`src/rtl/psc_pkg.sv`:
```
// shared types and constants of the pump schedule controller
// no dependencies
package psc_pkg;

  localparam int HOURS_PER_DAY    = 24;
  localparam int MINUTES_PER_HOUR = 60;

  localparam int IN_TDATA_W  = 24;
  localparam int OUT_TDATA_W = 40;
  localparam int CFG_IDX_W   = 3;
  localparam int CFG_DATA_W  = 24;

  localparam logic [16:0] SINCE_MAX = 17'h1FFFF;

  // sequence codes
  localparam logic [2:0] SEQ_IDLE     = 3'd0;
  localparam logic [2:0] SEQ_PERIODIC = 3'd1;
  localparam logic [2:0] SEQ_WARMUP   = 3'd2;
  localparam logic [2:0] SEQ_ACTIVE   = 3'd3;
  localparam logic [2:0] SEQ_EXTENDED = 3'd4;

  // run modes
  localparam logic [1:0] RUN_AUTO = 2'd0;
  localparam logic [1:0] RUN_OFF  = 2'd1;
  localparam logic [1:0] RUN_ON   = 2'd2;

  // register indexes
  localparam logic [2:0] REG_RUN_MODE  = 3'd0;
  localparam logic [2:0] REG_AUTO_SRC  = 3'd1;
  localparam logic [2:0] REG_HOUR_PROG = 3'd2;
  localparam logic [2:0] REG_TPROG_0   = 3'd3;
  localparam logic [2:0] REG_TPROG_1   = 3'd4;
  localparam logic [2:0] REG_TPROG_2   = 3'd5;
  localparam logic [2:0] REG_TPROG_3   = 3'd6;
  localparam logic [2:0] REG_INTERVAL  = 3'd7;

  typedef struct packed {
    logic        start;
    logic [23:0] mask;
    logic [4:0]  hour;
    logic [5:0]  minute;
  } prog_req_t;

  typedef struct packed {
    logic       done;
    logic [6:0] pct;
  } prog_rsp_t;

endpackage

```
`src/rtl/psc_progress.sv`:
```
// progress unit: scans the hour mask one hour a cycle, then a restoring divide
// one quotient bit a cycle; uses psc_pkg
module psc_progress (
  input  logic                clk,
  input  logic                rst_n,
  input  psc_pkg::prog_req_t  req,
  output psc_pkg::prog_rsp_t  rsp
);
  import psc_pkg::*;

  localparam logic [2:0] P_IDLE = 3'd0;
  localparam logic [2:0] P_SCAN = 3'd1;
  localparam logic [2:0] P_PREP = 3'd2;
  localparam logic [2:0] P_DIV  = 3'd3;
  localparam logic [2:0] P_DONE = 3'd4;

  logic [2:0]  phase_r, phase_nxt;
  logic [4:0]  idx_r, idx_nxt;
  logic [2:0]  step_r, step_nxt;
  logic [23:0] mask_r, mask_nxt;
  logic [4:0]  hour_r, hour_nxt;
  logic [5:0]  minute_r, minute_nxt;
  logic [10:0] total_r, total_nxt;
  logic [10:0] acc_r, acc_nxt;
  logic [17:0] rem_r, rem_nxt;
  logic [16:0] div_r, div_nxt;
  logic [6:0]  quo_r, quo_nxt;
  logic        ge;

  assign ge = rem_r >= {1'b0, div_r};

  always_comb begin
    phase_nxt  = phase_r;
    idx_nxt    = idx_r;
    step_nxt   = step_r;
    mask_nxt   = mask_r;
    hour_nxt   = hour_r;
    minute_nxt = minute_r;
    total_nxt  = total_r;
    acc_nxt    = acc_r;
    rem_nxt    = rem_r;
    div_nxt    = div_r;
    quo_nxt    = quo_r;
    unique case (phase_r)
      P_IDLE: begin
        if (req.start) begin
          mask_nxt   = req.mask;
          hour_nxt   = req.hour;
          minute_nxt = req.minute;
          idx_nxt    = 5'd0;
          total_nxt  = 11'd0;
          acc_nxt    = 11'd0;
          phase_nxt  = P_SCAN;
        end
      end
      P_SCAN: begin
        if (mask_r[idx_r]) begin
          total_nxt = total_r + 11'(MINUTES_PER_HOUR);
          if (hour_r > idx_r) begin
            acc_nxt = acc_r + 11'(MINUTES_PER_HOUR);
          end else if (hour_r == idx_r) begin
            acc_nxt = acc_r + 11'(minute_r);
          end
        end
        if (idx_r == 5'(HOURS_PER_DAY - 1)) begin
          phase_nxt = P_PREP;
        end else begin
          idx_nxt = idx_r + 5'd1;
        end
      end
      P_PREP: begin
        // done minutes times 100
        rem_nxt  = (18'(acc_r) << 6) + (18'(acc_r) << 5) + (18'(acc_r) << 2);
        div_nxt  = {total_r, 6'b0};
        quo_nxt  = 7'd0;
        step_nxt = 3'd6;
        phase_nxt = (total_r == 11'd0) ? P_DONE : P_DIV;
      end
      P_DIV: begin
        if (ge) begin
          rem_nxt = rem_r - {1'b0, div_r};
        end
        quo_nxt = {quo_r[5:0], ge};
        div_nxt = div_r >> 1;
        if (step_r == 3'd0) begin
          phase_nxt = P_DONE;
        end else begin
          step_nxt = step_r - 3'd1;
        end
      end
      P_DONE: begin
        phase_nxt = P_IDLE;
      end
      default: begin
        phase_nxt = P_IDLE;
      end
    endcase
  end

  always_ff @(posedge clk) begin
    if (!rst_n) begin
      phase_r <= P_IDLE;
    end else begin
      phase_r <= phase_nxt;
    end
    idx_r    <= idx_nxt;
    step_r   <= step_nxt;
    mask_r   <= mask_nxt;
    hour_r   <= hour_nxt;
    minute_r <= minute_nxt;
    total_r  <= total_nxt;
    acc_r    <= acc_nxt;
    rem_r    <= rem_nxt;
    div_r    <= div_nxt;
    quo_r    <= quo_nxt;
  end

  assign rsp.done = (phase_r == P_DONE);
  assign rsp.pct  = (quo_r > 7'd100) ? 7'd100 : quo_r;

endmodule

```
`src/rtl/pump_schedule_controller.sv`:
```
// pump schedule controller top level: sequence state, mask choice, output register
// uses psc_pkg and psc_progress
//
// one request on the in_ channel is one control tick (clock, peak temperature,
// dosing busy flags). the pump command is updated at the edge the request is
// taken, and in auto mode the sequence and mask too. the progress unit then
// scans the 24 hour bits one per cycle, sets up the divide, divides one quotient
// bit per cycle (the divide is skipped when no hour bit is set) and hands the
// result to the output register. in_tready is low from the taken request until
// the result is loaded, so one request is done before the next is taken.
// the next request is taken as soon as the result sits in the output
// register, even while the receiver holds out_tready low; a stalled result holds
// its data and the block then waits before loading the next one.
// configuration is written through cfg_wr_en/cfg_addr/cfg_wdata; the user is to
// write it only while idle; the block does not enforce this. writing run_mode
// sends the sequence back to idle. reset clears state and configuration but not
// the output data; the sequence goes idle with the pump off, output channel empty.
module pump_schedule_controller #(
  parameter int WARMUP_TICKS       = 60,
  parameter int PERIODIC_RUN_TICKS = 30,
  parameter int FIRST_BAND_TEMP    = 150,
  parameter int BAND_STEP_TEMP     = 30,
  parameter int TEMP_BANDS         = 4
) (
  input  logic                               clk,
  input  logic                               rst_n,
  input  logic                               in_tvalid,
  output logic                               in_tready,
  // hour_now, minute_now, peak_temp, ph_busy, orp_busy
  input  logic [psc_pkg::IN_TDATA_W-1:0]     in_tdata,
  output logic                               out_tvalid,
  input  logic                               out_tready,
  // pump_run, seq_state, progress_pct, mask_in_use, mask_changed, zero fill
  output logic [psc_pkg::OUT_TDATA_W-1:0]    out_tdata,
  input  logic                               cfg_wr_en,
  input  logic [psc_pkg::CFG_IDX_W-1:0]      cfg_addr,
  input  logic [psc_pkg::CFG_DATA_W-1:0]     cfg_wdata
);
  import psc_pkg::*;

  localparam logic [1:0] T_IDLE = 2'd0;
  localparam logic [1:0] T_BUSY = 2'd1;
  localparam logic [1:0] T_LOAD = 2'd2;

  logic [1:0]  state_r, state_nxt;
  logic [1:0]  run_mode_r, run_mode_nxt;
  logic        auto_src_r, auto_src_nxt;
  logic [23:0] hour_prog_r, hour_prog_nxt;
  logic [23:0] tprog_r [4];
  logic [23:0] tprog_nxt [4];
  logic [15:0] interval_r, interval_nxt;
  logic [2:0]  seq_r, seq_nxt;
  logic        pump_r, pump_nxt;
  logic [15:0] cd_r, cd_nxt;
  logic [16:0] since_r, since_nxt;
  logic        once_r, once_nxt;
  logic [23:0] prior_mask_r, prior_mask_nxt;
  logic        changed_r, changed_nxt;
  logic        forced_r, forced_nxt;
  logic [6:0]  pct_r, pct_nxt;
  logic        out_valid_r, out_valid_nxt;
  logic        out_pump_r, out_pump_nxt;
  logic [2:0]  out_seq_r, out_seq_nxt;
  logic [6:0]  out_pct_r, out_pct_nxt;
  logic [23:0] out_mask_r, out_mask_nxt;
  logic        out_chg_r, out_chg_nxt;

  logic [4:0]         in_hour;
  logic [5:0]         in_minute;
  logic signed [10:0] in_temp;
  logic               in_busy;
  logic               in_acc;
  logic [1:0]         band;
  logic [23:0]        mask_sel;
  logic               hour_ok;
  logic [16:0]        since_inc;
  logic               cd_expire;
  prog_req_t          prog_req;
  prog_rsp_t          prog_rsp;

  assign in_hour   = in_tdata[4:0];
  assign in_minute = in_tdata[10:5];
  assign in_temp   = in_tdata[21:11];
  assign in_busy   = in_tdata[22] | in_tdata[23];
  assign in_tready = (state_r == T_IDLE);
  assign in_acc    = in_tvalid & in_tready;

  // band: count of band thresholds reached
  always_comb begin
    band = 2'd0;
    for (int k = 1; k < 4; k++) begin
      if (k < TEMP_BANDS && in_temp >= FIRST_BAND_TEMP + k * BAND_STEP_TEMP) begin
        band = band + 2'd1;
      end
    end
  end

  assign mask_sel  = auto_src_r ? tprog_r[band] : hour_prog_r;
  assign hour_ok   = (in_hour < 5'(HOURS_PER_DAY)) ? mask_sel[in_hour] : 1'b0;
  assign since_inc = (since_r < SINCE_MAX) ? since_r + 17'd1 : since_r;
  assign cd_expire = (cd_r <= 16'd1);

  assign prog_req.start  = in_acc;
  assign prog_req.mask   = mask_sel;
  assign prog_req.hour   = in_hour;
  assign prog_req.minute = in_minute;

  psc_progress u_progress (
    .clk   (clk),
    .rst_n (rst_n),
    .req   (prog_req),
    .rsp   (prog_rsp)
  );

  // sequence and configuration
  always_comb begin
    run_mode_nxt   = run_mode_r;
    auto_src_nxt   = auto_src_r;
    hour_prog_nxt  = hour_prog_r;
    tprog_nxt      = tprog_r;
    interval_nxt   = interval_r;
    seq_nxt        = seq_r;
    pump_nxt       = pump_r;
    cd_nxt         = cd_r;
    since_nxt      = since_r;
    once_nxt       = once_r;
    prior_mask_nxt = prior_mask_r;
    changed_nxt    = changed_r;
    forced_nxt     = forced_r;
    if (in_acc) begin
      since_nxt   = since_inc;
      changed_nxt = 1'b0;
      forced_nxt  = (run_mode_r != RUN_AUTO);
      if (run_mode_r != RUN_AUTO) begin
        pump_nxt = (run_mode_r == RUN_ON);
      end else begin
        changed_nxt    = (mask_sel != prior_mask_r);
        prior_mask_nxt = mask_sel;
        unique case (seq_r)
          SEQ_IDLE: begin
            if (hour_ok) begin
              pump_nxt = 1'b1;
              cd_nxt   = 16'(WARMUP_TICKS);
              seq_nxt  = SEQ_WARMUP;
            end else if (!once_r ||
                         (interval_r != 16'd0 && since_inc >= {1'b0, interval_r})) begin
              since_nxt = 17'd0;
              once_nxt  = 1'b1;
              pump_nxt  = 1'b1;
              cd_nxt    = 16'(PERIODIC_RUN_TICKS);
              seq_nxt   = SEQ_PERIODIC;
            end
          end
          SEQ_PERIODIC: begin
            if (cd_expire) begin
              cd_nxt   = 16'd0;
              seq_nxt  = SEQ_IDLE;
              pump_nxt = 1'b0;
            end else begin
              cd_nxt = cd_r - 16'd1;
            end
          end
          SEQ_WARMUP: begin
            if (cd_expire) begin
              cd_nxt  = 16'd0;
              seq_nxt = SEQ_ACTIVE;
            end else begin
              cd_nxt = cd_r - 16'd1;
            end
          end
          SEQ_ACTIVE: begin
            if (!hour_ok) begin
              if (!in_busy) begin
                seq_nxt  = SEQ_IDLE;
                pump_nxt = 1'b0;
              end else begin
                seq_nxt = SEQ_EXTENDED;
              end
            end
          end
          SEQ_EXTENDED: begin
            if (!in_busy) begin
              seq_nxt  = SEQ_IDLE;
              pump_nxt = 1'b0;
            end
          end
          default: begin
          end
        endcase
      end
    end
    if (cfg_wr_en) begin
      unique case (cfg_addr)
        REG_RUN_MODE: begin
          run_mode_nxt = cfg_wdata[1:0];
          seq_nxt      = SEQ_IDLE;
          cd_nxt       = 16'd0;
          pump_nxt     = (cfg_wdata[1:0] == RUN_ON);
        end
        REG_AUTO_SRC:  auto_src_nxt  = cfg_wdata[0];
        REG_HOUR_PROG: hour_prog_nxt = cfg_wdata[23:0];
        REG_TPROG_0:   tprog_nxt[0]  = cfg_wdata[23:0];
        REG_TPROG_1:   tprog_nxt[1]  = cfg_wdata[23:0];
        REG_TPROG_2:   tprog_nxt[2]  = cfg_wdata[23:0];
        REG_TPROG_3:   tprog_nxt[3]  = cfg_wdata[23:0];
        REG_INTERVAL:  interval_nxt  = cfg_wdata[15:0];
        default: begin
        end
      endcase
    end
  end

  // request control and output register
  always_comb begin
    state_nxt     = state_r;
    pct_nxt       = pct_r;
    out_valid_nxt = out_valid_r;
    out_pump_nxt  = out_pump_r;
    out_seq_nxt   = out_seq_r;
    out_pct_nxt   = out_pct_r;
    out_mask_nxt  = out_mask_r;
    out_chg_nxt   = out_chg_r;
    if (out_valid_r && out_tready) begin
      out_valid_nxt = 1'b0;
    end
    unique case (state_r)
      T_IDLE: begin
        if (in_acc) begin
          state_nxt = T_BUSY;
        end
      end
      T_BUSY: begin
        if (prog_rsp.done) begin
          pct_nxt   = prog_rsp.pct;
          state_nxt = T_LOAD;
        end
      end
      T_LOAD: begin
        if (!out_valid_r || out_tready) begin
          out_valid_nxt = 1'b1;
          out_pump_nxt  = pump_r;
          out_seq_nxt   = seq_r;
          out_pct_nxt   = forced_r ? 7'd0 : pct_r;
          out_mask_nxt  = prior_mask_r;
          out_chg_nxt   = changed_r;
          state_nxt     = T_IDLE;
        end
      end
      default: begin
        state_nxt = T_IDLE;
      end
    endcase
  end

  always_ff @(posedge clk) begin
    if (!rst_n) begin
      state_r      <= T_IDLE;
      run_mode_r   <= RUN_AUTO;
      auto_src_r   <= 1'b0;
      hour_prog_r  <= 24'd0;
      for (int i = 0; i < 4; i++) begin
        tprog_r[i] <= 24'd0;
      end
      interval_r   <= 16'd0;
      seq_r        <= SEQ_IDLE;
      pump_r       <= 1'b0;
      cd_r         <= 16'd0;
      since_r      <= 17'd0;
      once_r       <= 1'b0;
      prior_mask_r <= 24'd0;
      changed_r    <= 1'b0;
      forced_r     <= 1'b0;
      out_valid_r  <= 1'b0;
    end else begin
      state_r      <= state_nxt;
      run_mode_r   <= run_mode_nxt;
      auto_src_r   <= auto_src_nxt;
      hour_prog_r  <= hour_prog_nxt;
      tprog_r      <= tprog_nxt;
      interval_r   <= interval_nxt;
      seq_r        <= seq_nxt;
      pump_r       <= pump_nxt;
      cd_r         <= cd_nxt;
      since_r      <= since_nxt;
      once_r       <= once_nxt;
      prior_mask_r <= prior_mask_nxt;
      changed_r    <= changed_nxt;
      forced_r     <= forced_nxt;
      out_valid_r  <= out_valid_nxt;
    end
    pct_r      <= pct_nxt;
    out_pump_r <= out_pump_nxt;
    out_seq_r  <= out_seq_nxt;
    out_pct_r  <= out_pct_nxt;
    out_mask_r <= out_mask_nxt;
    out_chg_r  <= out_chg_nxt;
  end

  assign out_tvalid = out_valid_r;
  assign out_tdata  = {4'd0, out_chg_r, out_mask_r, out_pct_r, out_seq_r, out_pump_r};

endmodule

```
`config.mk`:
```
export PLATFORM = sky130hd
export DESIGN_NAME = pump_schedule_controller
export DESIGN_NICKNAME = d
export VERILOG_FILES = /design/src/rtl/psc_pkg.sv /design/src/rtl/psc_progress.sv /design/src/rtl/pump_schedule_controller.sv
export SDC_FILE = /design/constraint.sdc
export NUM_CORES = 1
export LEC_CHECK = 0
export ABC_AREA = 1
export ABC_CLOCK_PERIOD_IN_PS = 5400
export BUFFER_PORTS_ARGS = -buffer_cell sky130_fd_sc_hd__buf_4
export CAP_MARGIN = 15
export CORE_AREA = 2 2 179 181
export DETAILED_ROUTE_END_ITERATION = 16
export DIE_AREA = 0 0 181 183
export PLACE_DENSITY = 0.78
export SYNTH_ARGS = -nofsm -noshare
export SYNTH_HDL_FRONTEND = slang
export SYNTH_SLANG_ARGS = --single-unit
```
`constraint.sdc`:
```
create_clock -name clk -period 5.4 [get_ports clk]
set_clock_uncertainty 0.05 [all_clocks]
set_input_delay 0.27 -clock clk [delete_from_list [all_inputs] [get_ports clk]]
set_output_delay 0.27 -clock clk [all_outputs]
set_load 0.03 [all_outputs]
```
==> key figures <==
Status
  – Status: finished clean

Clock tree
  – Clock Tree Root: sky130_fd_sc_hd__clkbuf_16
  – TritonCTS Buffers: 39
  – Number of buffers between clock root and the deepest sink: 3
  – Buffers inserted during post-CTS setup optimization: 0
  – Clock sinks: 357
  – CTS Hold Bufs: 19
  – Count of H-tree levels built during CTS: 2
  – Clock tree from TritonCTS: yes
  – Clock network latency to the later pin of the worst-skew pair: 0.54 ns
  – Cells resized by post-CTS repair: 0
  – Clock edge transition at the registers on the reported setup and hold paths: 0.06 ns

Pwr
  – Power share of the clock group: 35.7%
  – Internal power component: 5.391 mW
  – Switching share of power: 30.82%
  – Combinational cell fraction of total power: 23.1%
  – NetSw: 2.401 mW
  – Sequential fraction of design power: 41.2%
  – Leakage power summed over all cells: 8.849 nW
  – Ratio of total power to cell area: 373.0 nW/µm²
  – VDD IR-drop max: 0.3517 mV

Timing
  – Final Cycle Share: 78.99%
  – Hold Fails Final Rpt: 0
  – Final worst path period need: 4.266 ns
  – RSZ-0062 raised after global routing: false
  – Max-slew violation count: 0
  – F_max: 0.2344 GHz
  – Pin slew with the least headroom to its limit: 1.113 ns
  – Endpoints failing setup: 0
  – Relative max-transition margin: 25.34%
  – Total negative setup slack: 0 ns

Die
  – Site row count: 65
  – Total Die Area: 33120 µm²
  – Die Y: 183 µm
  – Area of the placeable core: 31230 µm²
  – Ports placed on the boundary: 98
  – Starting utilization of the core area: 59.19%
  – Die boundary width: 181 µm

Worst hold path
  – Worst hold path class: input pin to flip-flop
  – Worst min-delay path startpoint: cfg_wdata[15]

Yosys
  – Mapped Avg Cell Area: 8.072 µm²
  – Post-synthesis cell area: 18490 µm²
  – Post-synthesis sequential area ratio: 46.68%
  – Cell type with the largest total area after synthesis: sky130_fd_sc_hd__edfxtp_1
  – Top_reg_cell synth: sky130_fd_sc_hd__dfxtp_1
  – Number of synthesis warnings: 0
  – Most area-consuming cells after synthesis: sky130_fd_sc_hd__edfxtp_1 (24%), sky130_fd_sc_hd__dfxtp_1 (23%), sky130_fd_sc_hd__nand2_1 (7.7%), sky130_fd_sc_hd__o21ai_0 (6.4%), sky130_fd_sc_hd__inv_1 (6.3%)
  – Cells after synthesis: 2290
  – Number of distinct library cells after synthesis: 59
  – Top cells by instance count after synthesis: sky130_fd_sc_hd__nand2_1 (380), sky130_fd_sc_hd__inv_1 (308), sky130_fd_sc_hd__o21ai_0 (236)
  – Async S/R FF share, synth: 0%
  – Share of the synthesized area in the top cell type: 24.04%
  – EDFF count, synth: 148
  – Number of register bits inferred by synthesis: 357
  – Cell with the most instances after synthesis: sky130_fd_sc_hd__nand2_1

Setup path
  – Startpoint type of the worst setup path: flip-flop
  – Slowest cell on crit path: sky130_fd_sc_hd__nor4_1
  – Arrival time at the worst endpoint: 4.58 ns
  – Most used cell along the critical path: sky130_fd_sc_hd__nand2_1
  – Worst stage delay on the critical path: 0.45 ns
  – Highest net fanout along the worst path: 17
  – Buf/Inv on CP: 2
  – Crit Path Category: flip-flop to flip-flop
  – Cell chain of the critical path: nand3_1 > nor2_1 > nand4_1 > nor2_1 > nand2_1 > nand3_1 > nor4_1 > nand4_1 > xor2_1 > ha_1 > inv_1 > nor3_1 > nand2_1 > a31oi_1 > o21ai_0 > nand2_1 > nand2_1 > nand2_1 > inv_1 > nor2_4 > nand2_4 > nand3_1 > a21oi_1
  – Gate family responsible for the most delay along the worst path: simple AND/OR/NAND/NOR gates
  – Critical Path End Type: flip-flop
  – Worst r2r src: since_r[4]
  – Required @ worst endpoint: 5.72 ns
  – Launch point of the critical path: since_r[4]

Cells and area
  – Number of nets in the layout: 2500
  – Filler Cell Count: 2574
  – Design area: 20890 µm²
  – Count of inserted antenna diode cells: 0
  – Layout cells sized above 1: 9.510%
  – Synth-to-layout area growth: 13.02%

Drt
  – Vias per Instance: 5.584
  – Routed length per instance: 16.24 µm
  – Number of remaining DRC errors: 0
  – Via count: 15570
  – ANT nets after route: 0
  – Initial DRT Pass Iterations: 5
  – DR iter-0 viols: 1240
  – Drt total wl: 45310 µm

Placed design
  – Last weighted congestion value of the routability-driven placer: 0.8639
  – Final HPWL DP: 30290 µm
  – Placed instance area: 19340 µm²
  – Input/output buffers: 92

Global route
  – Vias in the first global route: 15020
  – Wire length of the first global-routing pass: 73850 µm
  – Pin count of the biggest net entering global routing: 85
  – Global Route Usage Sum: 27.23%
  – Antenna violations before repair: 0
  – Total gr overflow: 0

Run
  – Number of maximum-capacitance constraint violations: 0
==> routing by layer <==
layer | share of wire [%] | up-vias | wire (µm) | global-route usage [%]
met5 | 0 | - | 0 | 0
li1 | - | 7722 | - | -
met4 | 2.7 | 0 | 1205 | 9.691
met1 | 42 | 7248 | 19060 | 34.19
met3 | 6.3 | 80 | 2849 | 3.991
met2 | 49 | 523 | 22200 | 48.08
==> per-stage QoR <==
step | power, mW | worst slack [ns] | utilization, % | hold slack (ns) | cells
final | 7.792 | 1.134 | 66.90 | 0.02223 | 2789
after global routing | 8.190 | 0.6907 | 66.90 | 0.03163 | 2789
after CTS | 7.804 | 1.165 | 66.90 | 0.01190 | 2789
after detailed placement | 5.017 | 1.280 | 61.93 | 0.3687 | 2701
after global placement | 4.933 | 1.369 | 61.90 | 0.3693 | 2700
after floorplan | 4.572 | 1.463 | - | 0.3189 | 2293
==> area by class of cell <==
type,instances,area (µm²),area share [%]
Sequential cell,357,8628,41.30
Inverter,315,1187,5.683
Timing Repair Buffer,126,997.2,4.773
Tap cell,402,503.0,2.407
Clock inverter,13,167.7,0.8025
Multi-Input combinational cell,1520,8215,39.32
Clock buffer,56,1194,5.713
==> registers in the layout, indices dropped and copies added (netlist names), 6 cells and up <==
| signal | count |
|---|---|
| pct_r | 7 |
| u_progress.div_r | 17 |
| since_r | 17 |
| u_progress.acc_r | 11 |
| tprog_r | 96 |
| u_progress.minute_r | 6 |
| hour_prog_r | 24 |
| u_progress.total_r | 9 |
| out_pct_r | 7 |
| prior_mask_r | 24 |
| u_progress.rem_r | 18 |
| u_progress.mask_r | 24 |
| cd_r | 16 |
| u_progress.quo_r | 7 |
| interval_r | 16 |
| out_mask_r | 24 |
==> final timing paths <==
path	end	slack [ns]	depth (start not counted)
hold reg to reg	out_mask_r[17]	0.38	0
setup / recovery	since_r[16]	1.13	23
setup reg to reg	since_r[16]	1.13	23
hold / removal	tprog_r[63]	0.02	3
==> power groups by stage <==
stage                     logic (mW)  clock network (mW)  registers [mW]
after floorplan                 1.37                   0            3.20
after global placement          1.68                   0            3.25
after detailed placement        1.75                   0            3.26
after CTS                       1.79                2.81            3.21
after global routing            2.04                2.92            3.23
final                           1.80                2.78            3.21
==> worst min-delay path: stages <==
cell and delay (ns):
sky130_fd_sc_hd__buf_4 0.11, sky130_fd_sc_hd__o21ai_0 0.08, sky130_fd_sc_hd__a21oi_1 0.10
==> cell usage in the layout (no fill, tap or decap), types with 5 or more instances in the layout <==
| master | n |
|---|---|
| sky130_fd_sc_hd__a21oi_1 | 203 |
| sky130_fd_sc_hd__a21oi_2 | 10 |
| sky130_fd_sc_hd__a31oi_1 | 9 |
| sky130_fd_sc_hd__buf_4 | 106 |
| sky130_fd_sc_hd__clkbuf_1 | 5 |
| sky130_fd_sc_hd__clkbuf_16 | 42 |
| sky130_fd_sc_hd__clkbuf_8 | 9 |
| sky130_fd_sc_hd__dfxtp_1 | 209 |
| sky130_fd_sc_hd__dlygate4sd3_1 | 19 |
| sky130_fd_sc_hd__edfxtp_1 | 148 |
| sky130_fd_sc_hd__fa_1 | 10 |
| sky130_fd_sc_hd__ha_1 | 75 |
| sky130_fd_sc_hd__inv_1 | 308 |
| sky130_fd_sc_hd__nand2_1 | 380 |
| sky130_fd_sc_hd__nand2_2 | 7 |
| sky130_fd_sc_hd__nand2_4 | 7 |
| sky130_fd_sc_hd__nand3_1 | 156 |
| sky130_fd_sc_hd__nand3_2 | 12 |
| sky130_fd_sc_hd__nand4_1 | 17 |
| sky130_fd_sc_hd__nor2_1 | 223 |
| sky130_fd_sc_hd__nor3_1 | 18 |
| sky130_fd_sc_hd__nor4_1 | 12 |
| sky130_fd_sc_hd__o21a_1 | 5 |
| sky130_fd_sc_hd__o21ai_0 | 236 |
| sky130_fd_sc_hd__o22ai_1 | 19 |
| sky130_fd_sc_hd__or2_2 | 5 |
| sky130_fd_sc_hd__xnor2_1 | 22 |
| sky130_fd_sc_hd__xor2_1 | 35 |
==> kinds of logic after synthesis <==
family	Yosys count	share of synthesized area, %
and+or+nand+nor	853	20.14
AOI/OAI and AO/OA	520	15.18
buffers and inverters	416	9.063
DFF	357	46.68
adders and majority gates	85	6.159
xor gates and xnor gates	57	2.701
other	1	0.02029
muxes	1	0.05415
No activity file was read; power rests on OpenSTA's default activity.
